--- config.mk ---
export PLATFORM = sky130hd
export DESIGN_NAME = pwli_ctrl
export DESIGN_NICKNAME = d
export VERILOG_FILES = /design/src/rtl/pwli_pkg.sv /design/src/rtl/pwli_ctrl.sv
export SDC_FILE = /design/constraint.sdc
export NUM_CORES = 1
export LEC_CHECK = 0
export ABC_AREA = 1
export BUFFER_PORTS_ARGS = -buffer_cell sky130_fd_sc_hd__clkbuf_2
export CAP_MARGIN = 20
export CORE_MARGIN = 10
export CORE_UTILIZATION = 57
export CTS_BUF_LIST = sky130_fd_sc_hd__clkbuf_8
export DETAILED_ROUTE_END_ITERATION = 10
export GPL_TIMING_DRIVEN = 1
export PLACE_DENSITY_LB_ADDON = 0.08
export SLEW_MARGIN = 25
export SYNTH_ARGS = -nofsm -noshare
export SYNTH_HDL_FRONTEND = slang
export SYNTH_SLANG_ARGS = --single-unit
--- constraint.sdc ---
create_clock -name clk -period 1.75 [get_ports clk]
set_input_delay 0.35 -clock clk [delete_from_list [all_inputs] [get_ports clk]]
set_output_delay 0.35 -clock clk [all_outputs]
set_load 0.005 [all_outputs]
--- src/rtl/pwli_pkg.sv ---
package pwli_pkg;

    localparam int MAX_POINTS = 64;

    localparam logic [1:0] MODE_LOAD   = 2'd0;
    localparam logic [1:0] MODE_COMMIT = 2'd1;
    localparam logic [1:0] MODE_EVAL   = 2'd2;
    localparam logic [1:0] MODE_READ   = 2'd3;

    localparam logic [1:0] ST_OK      = 2'd0;
    localparam logic [1:0] ST_BAD     = 2'd1;
    localparam logic [1:0] ST_NOT_ASC = 2'd2;

    localparam logic signed [31:0] Y_RESET = 32'sd65536;

    typedef struct packed {
        logic [1:0]         mode;
        logic [5:0]         point_index;
        logic [6:0]         new_count;
        logic signed [31:0] x_in;
        logic signed [31:0] y_in;
    } in_item_t;

    typedef struct packed {
        logic signed [31:0] y_out;
        logic signed [31:0] x_out;
        logic [1:0]         status;
        logic [6:0]         count_out;
    } out_item_t;

    // datapath commands from the controller
    typedef enum logic [4:0] {
        OP_NONE   = 5'd0,
        OP_LATCH  = 5'd1,
        OP_WRITE  = 5'd2,
        OP_RDREQ  = 5'd3,
        OP_CHK    = 5'd4,
        OP_SRCH   = 5'd5,
        OP_SEGA   = 5'd6,
        OP_SEGB   = 5'd7,
        OP_MUL    = 5'd8,
        OP_DIV    = 5'd9,
        OP_FIN    = 5'd10,
        OP_RDOUT  = 5'd11,
        OP_CMOUT  = 5'd12,
        OP_FLAT   = 5'd13,
        OP_ONEPT  = 5'd14,
        OP_SIMPLE = 5'd15,
        OP_DIFF   = 5'd16
    } dp_op_t;

    typedef struct packed {
        dp_op_t op;
    } dp_cmd_t;

    typedef struct packed {
        logic [1:0] mode;
        logic       idx_bad;
        logic       cnt_bad;
        logic       cnt_one;
        logic       chk_done;
        logic       srch_done;
        logic       den_zero;
        logic       div_done;
    } dp_stat_t;

endpackage

--- src/rtl/pwli_ctrl.sv ---
module pwli_ctrl (
    input  logic              clk,
    input  logic              rst_n,
    input  logic              start,
    output logic              busy,
    output pwli_pkg::dp_cmd_t cmd,
    input  pwli_pkg::dp_stat_t stat
);

    typedef enum logic [11:0] {
        S_IDLE  = 12'b000000000001,
        S_DEC   = 12'b000000000010,
        S_CHK   = 12'b000000000100,
        S_SRCH  = 12'b000000001000,
        S_SEGA  = 12'b000000010000,
        S_SEGB  = 12'b000000100000,
        S_MUL   = 12'b000001000000,
        S_DIV   = 12'b000010000000,
        S_FIN   = 12'b000100000000,
        S_RDREQ = 12'b001000000000,
        S_RDOUT = 12'b010000000000,
        S_SEGW  = 12'b100000000000
    } state_t;

    state_t state_reg, state_next;

    always_ff @(posedge clk or negedge rst_n)
    begin
        if (!rst_n)
        begin
            state_reg <= S_IDLE;
        end
        else
        begin
            state_reg <= state_next;
        end
    end

    assign busy = (state_reg != S_IDLE);

    always_comb
    begin
        state_next = state_reg;
        cmd.op     = pwli_pkg::OP_NONE;
        unique case (state_reg)
            S_IDLE:
            begin
                if (start)
                begin
                    cmd.op     = pwli_pkg::OP_LATCH;
                    state_next = S_DEC;
                end
            end
            S_DEC:
            begin
                unique case (stat.mode)
                    pwli_pkg::MODE_LOAD:
                    begin
                        cmd.op     = pwli_pkg::OP_WRITE;
                        state_next = S_IDLE;
                    end
                    pwli_pkg::MODE_COMMIT:
                    begin
                        if (stat.cnt_bad)
                        begin
                            cmd.op     = pwli_pkg::OP_SIMPLE;
                            state_next = S_IDLE;
                        end
                        else
                        begin
                            cmd.op     = pwli_pkg::OP_CHK;
                            state_next = S_CHK;
                        end
                    end
                    pwli_pkg::MODE_EVAL:
                    begin
                        if (stat.cnt_one)
                        begin
                            cmd.op     = pwli_pkg::OP_ONEPT;
                            state_next = S_IDLE;
                        end
                        else
                        begin
                            cmd.op     = pwli_pkg::OP_SRCH;
                            state_next = S_SRCH;
                        end
                    end
                    default:
                    begin
                        if (stat.idx_bad)
                        begin
                            cmd.op     = pwli_pkg::OP_SIMPLE;
                            state_next = S_IDLE;
                        end
                        else
                        begin
                            cmd.op     = pwli_pkg::OP_RDREQ;
                            state_next = S_RDREQ;
                        end
                    end
                endcase
            end
            S_CHK:
            begin
                if (stat.chk_done)
                begin
                    cmd.op     = pwli_pkg::OP_CMOUT;
                    state_next = S_IDLE;
                end
                else
                begin
                    cmd.op = pwli_pkg::OP_CHK;
                end
            end
            S_SRCH:
            begin
                if (stat.srch_done)
                begin
                    cmd.op     = pwli_pkg::OP_SEGA;
                    state_next = S_SEGA;
                end
                else
                begin
                    cmd.op = pwli_pkg::OP_SRCH;
                end
            end
            S_SEGA:
            begin
                cmd.op     = pwli_pkg::OP_SEGB;
                state_next = S_SEGB;
            end
            S_SEGB:
            begin
                cmd.op     = pwli_pkg::OP_DIFF;
                state_next = S_SEGW;
            end
            S_SEGW:
            begin
                if (stat.den_zero)
                begin
                    cmd.op     = pwli_pkg::OP_FLAT;
                    state_next = S_IDLE;
                end
                else
                begin
                    cmd.op     = pwli_pkg::OP_MUL;
                    state_next = S_MUL;
                end
            end
            S_MUL:
            begin
                cmd.op     = pwli_pkg::OP_DIV;
                state_next = S_DIV;
            end
            S_DIV:
            begin
                if (stat.div_done)
                begin
                    state_next = S_FIN;
                end
                else
                begin
                    cmd.op = pwli_pkg::OP_DIV;
                end
            end
            S_FIN:
            begin
                cmd.op     = pwli_pkg::OP_FIN;
                state_next = S_IDLE;
            end
            S_RDREQ:
            begin
                cmd.op     = pwli_pkg::OP_RDREQ;
                state_next = S_RDOUT;
            end
            S_RDOUT:
            begin
                cmd.op     = pwli_pkg::OP_RDOUT;
                state_next = S_IDLE;
            end
            default:
            begin
                state_next = S_IDLE;
            end
        endcase
    end

endmodule

Word-level counts from Yosys, hierarchy flattened --
Cells that the tools add are included.
Word-level totals: bits in registers 12, latch bits 0, RAM bits 0, memory bits (read-only) 0, input port bits 12, word-level logic and storage cells 42, memories 0
Cells by class: add/subtract/negate cells 0, $mul 0, divide/modulo/power cells 0, magnitude comparators 0, equality and inequality tests 19, shift-type cells 0, mux-type cells 20, bitwise gates (word level) 0, reductions and logical operators 2
Operators by type and width (count):
- 12-bit one-hot mux with 10 select lines | 1
- 5-bit one-hot mux with 12 select lines | 1
- 12-bit two-way mux | 4
- 10-bit one-hot mux with 3 select lines | 1
- 4-bit two-way mux | 6
- 12-bit by 1-bit equality test with 1-bit output (second input constant) | 1
- 12-bit by 10-bit equality test with 1-bit output (second input constant) | 1
- 12-bit by 11-bit equality test with 1-bit output (second input constant) | 1
- 12-bit equality test (second input constant) | 1
- 12-bit by 2-bit equality test with 1-bit output (second input constant) | 1
- 12-bit by 3-bit equality test with 1-bit output (second input constant) | 1
- 12-bit by 4-bit equality test with 1-bit output (second input constant) | 1
- 12-bit by 5-bit equality test with 1-bit output (second input constant) | 1
- 12-bit by 6-bit equality test with 1-bit output (second input constant) | 1
- 12-bit by 7-bit equality test with 1-bit output (second input constant) | 1
- 12-bit by 8-bit equality test with 1-bit output (second input constant) | 1
- 12-bit by 9-bit equality test with 1-bit output (second input constant) | 1
- 12-bit by 1-bit != test with 1-bit output (second input constant) | 1
- 4-bit one-hot mux with 3 select lines | 1
- 10-bit two-way mux | 1
- 2-bit != test (second input constant) | 4
- 7-bit two-way mux | 1
- 3-bit two-way mux | 2
- 4-bit AND reduction | 1
- other kinds (5) | 5

Longest topological paths before layout --
Gate-level depths: netlist (run 1).
word-level depth 3, depth in mapped cells 10, mapped depth without buffers 10

Least setup slack after synthesis (run 1) --
OpenSTA, ideal clock, no wires.
kind register to output, from register state_reg[10], to output cmd[0] (netlist bit), arrival time 1.182 ns, required time 1.400 ns, path slack 0.218 ns, stages on the path, launching flop included 8, path buffers 0, cells stage by stage dfrtp_1 > nor2_2 > nand2_4 > nor2_8 > nand2_1 > a31oi_1 > nor3_1 > nand2_1
RTL lines:
- start: declaration | RTL line pwli_ctrl.sv:25 | state_t state_reg, state_next;
- start signal: assignment | RTL line pwli_ctrl.sv:35 | state_reg <= state_next;
- end: declaration | RTL line pwli_ctrl.sv:6 | output pwli_pkg::dp_cmd_t cmd,

==> metrics.md, run 1 <==
| Metric | Value |
|---|---|
| Storage cell area | approximately 300 µm² |
| Peak supply drop | just under 0.6 mV |
| Starting density of the core | 0.619 |
| Antenna violations before repair | 0 |
| Rows | 14 |
| Syn nets | 160 |
| Cells after Synth | about 140 |
| Final ANT Viol Nets | 0 |
| Yosys top cell by area | dfrtp_1 |
| Final hold viol count | 0 |
| Worst path required time | 1400 ps |
| CTS sink cnt | 12 |
| # IOs | 18 |
| Synth top area share | 0.285 |
| Post-route DRC | 0 |
| Vias in the first global route | slightly above 1000 |
| Clock skew | 4.97 ps |
| Failing checks | negative setup slack |
| GR Overflow Total | 0 |
| CP startpoint kind | flop |
| Slew HR | 0.791 |
| Simple-Gate Fraction of Synth Area | 0.480 |
| Post-Synth XOR/XNOR Area | 0 |
| Max Fclk | a little over 500 MHz |
| Worst slew pin tran | ~310 ps |
| Crit-path max FO | 3 |
| Die Ht | between 60 and 70 µm |
| DRT iter0 DRCs | 71 |
| Final setup vio count | 6 |
| Mux cell area share after synthesis | 0 |
| First-pass GRT wire length | about 4.4 mm |
| Ant. Diodes | 0 |
| Seq/Total Area, Yosys | 0.313 |
| Post-Synth Adder-Cell Area | 0.0519 |
| Unrepaired setup endpoints after global routing | yes |
| Netlist Area Pre-Place | roughly 960 µm² |
| CTS tree | built |
| Setup TNS | -660 ps |
| Yosys warns | 0 |
| Tot GR Track Use | 0.152 |
| Multi-input logic area | about 650 µm² |
| H-tree levels | 1 |
| Crit path DAT | around 1600 ps |
| Cell Pwr Density | about 800 mW/mm² |
| Root buf cell | clkbuf_8 |
| Router iterations before antenna repair | 4 |
| Pin count of the biggest net entering global routing | 13 |
| Min-Delay Path Class | primary input to flop |
| Port buffer count | 17 |
| Maxcap violations | 0 |
| Final WL | ~2.7 mm |
| Post-DP HPWL | 1.93 mm |
| Tmin final | between 1500 and 2000 ps |
| Hold-critical path depth | 2 |
| Placed Instance Area | 0.00111 mm² |
| Main combinational cell family by area after synthesis | simple AND/OR/NAND/NOR gates |
| Fin area | 0.00131 mm² |
| Total CTS buffers | 3 |
| R2R cell count | 9 |
| Die width | roughly 60 µm |
| Synth-to-Final Area Change | 35.4% |
| DR vias/cell | about 5.5 |
| Unique masters post-synth | 23 |
| Core Area | approximately 0.0016 mm² |
| Worst-path clk slew | ~60 ps |
| Syn_area_per_cell | ~6.7 µm² |
| Static Leak | 0.000773 µW |
| PnR worst setup slack | -176 ps |
| Dominant cells by area after synthesis | dfrtp_1 (29%), nand2_1 (14%), inv_1 (11%) |
| Die area | 0.00374 mm² |
| Routed length per placed instance | approximately 14 µm |
| Fillers | ~100 |
| Crit path kind | flop to primary output |
| Worst-Skew Late Latency | 240 ps |
| Post-synthesis compound-gate area fraction | 0.0467 |
| Vias after detailed routing | approximately 1100 |
| Synth Register Bits | 12 |
| Status | complete, but fails checks |
| Final nets | 194 |
| Critical Path End Type | primary output |
| Final period util | 1.10 |
| Layout cells sized above 1 | 0.379 |
| Placer congestion estimate | about 0.84 |
| Max FFs per register | 12 |
| Max-slew violation count | 0 |
| CTS max path bufs | 2 |
## cell families after synthesis
group | count (synthesis)
and+or+nand+nor | 93
AOI/OAI and AO/OA | 7
DFF | 12
buffers and inverters | 28
adders and majority gates | 4
## report_power, final
group | switching [µW] | total (µW) | leakage [µW] | internal [µW]
logic | 276 | 459 | 0.000583 | 183
clock network | 106 | 260 | 0.0000269 | 155
registers | 19.6 | 328 | 0.000163 | 309
total | 401 | 1050 | 0.000773 | 646
## per-layer routing
metal  part of all wire  GRT usage  up-vias
met5                  0          0        -
met2               0.51      0.256       42
met4              0.024     0.0651        0
li1                   -          -      514
met3              0.068     0.0370        9
met1               0.40      0.180      490
## stage by stage
step	setup slack [ps]	hold slack (ps)	instances	utilization	power (µW)
floorplan	218	54.4	144	-	568
global placement	-0.406	252	183	0.715	688
detailed placement	12.3	256	183	0.715	704
CTS	-150	266	191	0.794	1010
global route	-288	275	193	0.838	1110
finish	-176	279	193	0.838	1050
## critical path, stage by stage (launching register included)
cell and delay [ps]:
dfrtp_1 410, nor2_4 150, buf_4 130, nand2_1 50
nor2_2 110, nand2_1 80, and3_4 190, nand3b_1 80
buf_2 120
## cell type report
cell class | instances | area share
Clock buffer | 3 | 0.0316
Inverter | 28 | 0.0805
Sequential cell | 12 | 0.231
Clock inverter | 1 | 0.00287
Multi-Input combinational cell | 104 | 0.500
Tap cell | 16 | 0.0153
Timing Repair Buffer | 29 | 0.139
## final timing paths
check,start,endpoint,slack [ps]
worst max-delay path,state_reg[9],cmd[3],-180
worst min-delay path,stat[1],state_reg[6],280
worst max register to register,state_reg[5],state_reg[0],260
worst min register to register,state_reg[7],state_reg[7],680
max in group asynchronous,rst_n,state_reg[0],930
min in group asynchronous,rst_n,state_reg[9],530
## repair_timing
| action | CTS | global route |
|---|---|---|
| buffers inserted | 3 | 2 |
| endpoints found under the hold margin | 6 | 0 |
| resized for setup | 15 | 18 |
| hold buffers | 1 | 0 |
| pin swaps | 10 | 8 |
| setup endpoints to repair | 6 | 6 |
## cells in the final DEF, fill, tap and decap left out, drive strengths merged
cell / count
a31o: 1
ha: 4
o21ai: 3
nand3b: 2
nand4: 4
and3: 1
nor3: 4
nor2: 32
dlygate4sd3: 1
buf: 14
dfrtp: 11
o31ai: 2
nand2: 39
a31oi: 1
dfstp: 1
clkbuf: 17
nand3: 10
or2: 1
inv: 29
## Yosys cell counts, drive strengths merged
master  number
ha           4
inv         28
nand2       39
nand4        4
or2          1
o31ai        2
a31oi        1
dfrtp       11
a31o         1
dfstp        1
and3         1
nor3         4
nand3       10
o21ai        3
nor2        32
nand3b       2
No activity file was read; power rests on OpenSTA's default activity.
==> run 2: changes to the inputs <==
--- a/config.mk
+++ b/config.mk
@@ -14,6 +14,7 @@
 export DETAILED_ROUTE_END_ITERATION = 10
 export GPL_TIMING_DRIVEN = 1
 export PLACE_DENSITY_LB_ADDON = 0.08
+export RECOVER_POWER = 25
 export SLEW_MARGIN = 25
 export SYNTH_ARGS = -nofsm -noshare
 export SYNTH_HDL_FRONTEND = slang
==> run 2 against run 1 <==
The flow still finishes with violations (negative setup slack). Sequential power hardly changed. Flip-flop and latch count is the same. Register-to-register slack about the same. Count of clock-buffer cells in the layout stayed put. Global-route usage unchanged. Worst hold slack barely moved. Highest routed layer unchanged.
==> metrics.md, run 2 (synthesis results as in run 1) <==
| Metric | Value |
|---|---|
| Status | complete, but fails checks |
| Failing checks | negative setup slack |
| Layout cells sized above 1 | 0.373 |
| Crit-path max FO | 3 |
| Port buffer count | 17 |
| Max Fclk | 519 MHz |
| Fillers | between 100 and 150 |
| Slew HR | 0.551 |
| Post-DP HPWL | ~1.9 mm |
| DRT iter0 DRCs | 71 |
| Post-route DRC | 0 |
| H-tree levels | 1 |
| CTS max path bufs | 2 |
| Clock skew | ~5.1 ps |
| Die Ht | 61.1 µm |
| CP startpoint | state_reg[9] |
| Final WL | between 2 and 3 mm |
| Tot GR Track Use | 0.152 |
| CP max stage cell | dfrtp_1 |
| Routed length per placed instance | around 14 µm |
| R2r startpoint | state_reg[5] |
| Met1 Track Usage GR | 0.180 |
| Synth-to-Final Area Change | 35.3% |
| R2R cell count | 9 |
| Top Usage Layer GRT | met2 |
| Worst-path clk slew | approximately 60 ps |
| Worst R2R End | state_reg[0] |
| Rows | 14 |
| Max-slew violation count | 0 |
| Max FFs per register | 12 |
| Worst path required time | between 1000 and 1500 ps |
| Unrepaired setup endpoints after global routing | yes |
| Die width | roughly 61 µm |
| Setup TNS | -663 ps |
| Router iterations before antenna repair | 4 |
| Static Leak | between 0.0007 and 0.0008 µW |
| Final hold viol count | 0 |
| Worst slew pin tran | around 670 ps |
| Total CTS buffers | 3 |
| PnR worst setup slack | -177 ps |
| Hold-critical path depth | 2 |
| Die area | 0.00374 mm² |
| Vias after detailed routing | roughly 1100 |
| Total power | between 1000 and 1500 µW |
| Critical Path, Cell by Cell | nor2_4, buf_4, nand2_1, nor2_2, nand2_1, and3_4, nand3b_1, buf_2 |
| CP startpoint kind | flop |
| GR Util met2 | 0.256 |
| Flop2flop setup slack | around 260 ps |
| Worst-Skew Late Latency | 240 ps |
| CTS sink cnt | 12 |
| Peak supply drop | 0.577 mV |
| Final ANT Viol Nets | 0 |
| Cell Pwr Density | roughly 800 mW/mm² |
| Final setup vio count | 6 |
| Starting density of the core | 0.619 |
| Crit path DAT | 1580 ps |
| Antenna violations before repair | 0 |
| GR Overflow Total | 0 |
| Ant. Diodes | 0 |
| CP bufs+invs | 2 |
| First-pass GRT wire length | roughly 4.4 mm |
| # IOs | 18 |
| Max stage delay on crit path | around 420 ps |
| Critical Path Most Common Cell | nand2_1 |
| Tmin final | roughly 1900 ps |
| CTS tree | built |
| Pin count of the biggest net entering global routing | 13 |
| Placer congestion estimate | between 0.8 and 0.9 |
| Final nets | between 150 and 200 |
| Final period util | 1.10 |
| Cell family with the largest share of critical-path delay | simple AND/OR/NAND/NOR gates |
| GR Layer Usage met3 | 0.0370 |
| Core Area | roughly 0.0016 mm² |
| DR vias/cell | 5.50 |
| Vias in the first global route | 1036 |
| Root buf cell | clkbuf_8 |
| Min-Delay Path Class | primary input to flop |
| Endpoint, Worst Hold | state_reg[6] |
| Critical Path End Type | primary output |
| Worst Hold Launch | stat[1] |
| Maxcap violations | 0 |
| Commonest cells after routing, fill and taps aside | inv_1 (27), nand2_1 (27), nor2_1 (18) |
| Crit path kind | flop to primary output |
run 2: cell types whose count changed in the layout (fill, tap and decap cells not counted):
| cell | before | now |
|---|---|---|
| clkbuf_1 | 0 | 1 |
| clkbuf_2 | 14 | 13 |
run 2: through the flow:
step / hold WS [ps] / cells / worst slack, ps / instance area (µm²) / util
finish: 279 / 193 / -177 / 1310 / 0.837
global route: 275 / 193 / -288 / 1310 / 0.837
CTS: 266 / 191 / -150 / 1240 / 0.794
detailed placement: 256 / 183 / 12.3 / 1110 / 0.715
global placement: 252 / 183 / -0.406 / 1110 / 0.715
floorplan: 54.4 / 144 / 218 / 965 / -
run 2: layout make-up:
class	count	area, µm²	area share
clock inverter	1	3.75	0.00288
timing repair buffer	29	180	0.138
tap	16	20.0	0.0153
multi-input combinational	104	653	0.500
sequential	12	302	0.231
inverter	28	105	0.0805
clock buffer	3	41.3	0.0316
run 2: worst max path at each step:
stage                     slack (ps)     end  cells past startpoint
after floorplan                  220  cmd[0]                      7
after global placement          -0.4  cmd[3]                      8
after detailed placement          10  cmd[3]                      8
after CTS                       -150  cmd[3]                      7
after global routing            -290  cmd[2]                      9
final                           -180  cmd[3]                      8
run 2: where the power goes:
part / switching (µW) / leakage [µW] / internal [µW]
registers: 19.7 / 0.000163 / 309
clock network: 106 / 0.0000269 / 155
logic: 275 / 0.000580 / 183
run 2: worst register-to-register path, cell delays in order (launching register included):
cell     delay, ps
dfrtp_1        400
nor2_2         160
nand2_4        100
nor2_4         190
nand2_2        110
buf_4          150
nand4_1        100
nor2_1          70
nor2_1         100
nor2_1          40
run 2: per-layer routing:
metal  share of wire  up-vias
met5               0        -
met4           0.024        0
met3           0.070        9
met2            0.51       44
met1            0.40      494
li1                -      514
run 2: timing repair:
action	CTS	global route
pin swaps	10	8
setup endpoints to repair	6	6
buffers inserted	3	2
resized for setup	15	18
hold buffers	1	0
endpoints found under the hold margin	6	0
==> run 3: changes to the inputs <==
--- a/config.mk
+++ b/config.mk
@@ -8,10 +8,10 @@
 export ABC_AREA = 1
 export BUFFER_PORTS_ARGS = -buffer_cell sky130_fd_sc_hd__clkbuf_2
 export CAP_MARGIN = 20
-export CORE_MARGIN = 10
 export CORE_UTILIZATION = 57
 export CTS_BUF_LIST = sky130_fd_sc_hd__clkbuf_8
 export DETAILED_ROUTE_END_ITERATION = 10
+export GPL_ROUTABILITY_DRIVEN = 1
 export GPL_TIMING_DRIVEN = 1
 export PLACE_DENSITY_LB_ADDON = 0.08
 export RECOVER_POWER = 25
==> run 3 against run 2 <==
The run still ends with negative setup slack left. Sequential power about the same. Sequential share of layout area decreased by 1.2 points. Worst hold slack got worse by 1.9 ps. Critical path type unchanged. Critical endpoint is now cmd[0].
==> metrics.md, run 3 (synthesis results as in run 1) <==
| Metric | Value |
|---|---|
| Levels on crit path | 8 |
| Cell Pwr Density | between 800 and 900 mW/mm² |
| Vias after detailed routing | 1157 |
| Pin count of the biggest net entering global routing | 13 |
| Post-route DRC | 0 |
| Placer congestion estimate | 0.873 |
| Slew HR | 0.541 |
| Vias in the first global route | between 1000 and 1500 |
| Rows | 14 |
| Peak supply drop | ~0.77 mV |
| Clock skew | roughly 6.6 ps |
| Worst slew pin tran | 689 ps |
| H-tree levels | 1 |
| Crit path DAT | between 1500 and 2000 ps |
| Metal1 wirelength | 1.10 mm |
| Layout cells sized above 1 | 0.411 |
| Placed Instance Area | approximately 0.0011 mm² |
| Total CTS buffers | 3 |
| Final period util | 1.14 |
| Starting density of the core | 0.626 |
| Antenna violations before repair | 0 |
| # IOs | 18 |
| Crit path kind | flop to primary output |
| Cell family with the largest share of critical-path delay | simple AND/OR/NAND/NOR gates |
| CP bufs+invs | 1 |
| Ant. Diodes | 0 |
| GR Overflow Total | 0 |
| Commonest cells after routing, fill and taps aside | inv_1 (26), nand2_1 (25), buf_4 (17) |
| Max FFs per register | 12 |
| Commonest non-fill, non-tap cell in the layout | inv_1 |
| Port buffer count | 17 |
| Pre-CTS setup slack | -42.1 ps |
| Tmin final | approximately 2000 ps |
| Routed length per placed instance | roughly 15 µm |
| Top sig layer | met4 |
| Worst path required time | 1400 ps |
| Failing checks | negative setup slack |
| CTS tree | built |
| Critical Path, Cell by Cell | nor2_4, nand2_4, nor2_8, nand3_1, nand2_2, nor2_1, nand2_1, clkbuf_2 |
| Worst-path clk slew | ~60 ps |
| Tot GR Track Use | 0.304 |
| First-pass GRT wire length | 4.25 mm |
| Unrepaired setup endpoints after global routing | yes |
| Max-slew violation count | 0 |
| DRT iter0 DRCs | 35 |
| Worst hold margin | ~280 ps |
| Final ANT Viol Nets | 0 |
| Post-DP HPWL | between 1.5 and 2 mm |
| Total power | 1120 µW |
| Worst-Skew Late Latency | approximately 250 ps |
| CP max stage cell | dfrtp_1 |
| Hold-critical path depth | 2 |
| Maxcap violations | 0 |
| Fillers | 77 |
| Die Ht | approximately 43 µm |
| R2R cell count | 11 |
| Status | complete, but fails checks |
| Crit-path max FO | 7 |
| Router iterations before antenna repair | 5 |
| Met3 WL | roughly 280 µm |
| DR vias/cell | ~5.8 |
| Setup TNS | -1010 ps |
| CTS max path bufs | 2 |
| Max Fclk | 501 MHz |
| PnR worst setup slack | -245 ps |
| CTS sink cnt | 12 |
| DR WL met2 | about 1.5 mm |
| Die width | about 43 µm |
| Final setup vio count | 6 |
| Critical Path End Type | primary output |
| Static Leak | between 0.0008 and 0.0009 µW |
| Final WL | 3.03 mm |
| Min-Delay Path Class | primary input to flop |
| CP startpoint kind | flop |
| Core Area | around 0.0015 mm² |
| Fin area | around 0.0014 mm² |
| Synth-to-Final Area Change | 42.4% |
| Die area | ~0.0019 mm² |
| Final nets | between 200 and 250 |
| Final hold viol count | 0 |
| Root buf cell | clkbuf_8 |
| Max stage delay on crit path | around 420 ps |
## run 3: cell count changes in the layout (fill, tap and decap cells not counted), moves of 2 or more
cell	change
nand2_1	-2
buf_4	+7
nor2_1	-2
nor3_1	+2
nand2_2	+3
nor3_2	-2
## run 3: layout make-up
class                           instances  area (µm²)  share of cell area
Multi-Input combinational cell        104         648               0.472
Tap cell                               16        20.0              0.0146
Timing Repair Buffer                   37         244               0.178
Clock buffer                            4        55.1              0.0401
Inverter                               28         105              0.0765
Sequential cell                        12         302               0.219
## run 3: through the flow
step / utilization / instances
2_1_floorplan: - / 144
3_3_place_gp: 0.723 / 183
3_5_place_dp: 0.723 / 183
4_1_cts: 0.860 / 200
5_1_grt: 0.891 / 201
6_report: 0.891 / 201
## run 3: worst paths after layout
check	from	end	slack (ps)
worst min-delay path	stat[1]	state_reg[6]	280
worst max register to register	state_reg[7]	state_reg[0]	120
worst max-delay path	state_reg[7]	cmd[0]	-240
worst min register to register	state_reg[0]	state_reg[1]	670
min in group asynchronous	rst_n	state_reg[8]	680
max in group asynchronous	rst_n	state_reg[2]	630
## run 3: timing repair
item / 4_1_cts / 5_1_grt
endpoints found under the setup margin: 6 / 7
pin swaps: 12 / 10
hold buffers: 1 / 0
hold endpoints to repair: 7 / 0
setup buffers: 12 / 3
gates resized for setup: 19 / 15
gates cloned: 0 / 0
## run 3: where the power goes
part           switching (µW)  internal (µW)
clock network             110            199
registers                17.8            308
logic                     287            195
## run 3: per-layer routing
| metal | vias to the layer above | track usage |
|---|---|---|
| met4 | 0 | 0.133 |
| met3 | 23 | 0.0638 |
| met1 | 515 | 0.355 |
| met2 | 87 | 0.525 |
| met5 | - | 0 |
| li1 | 532 | - |
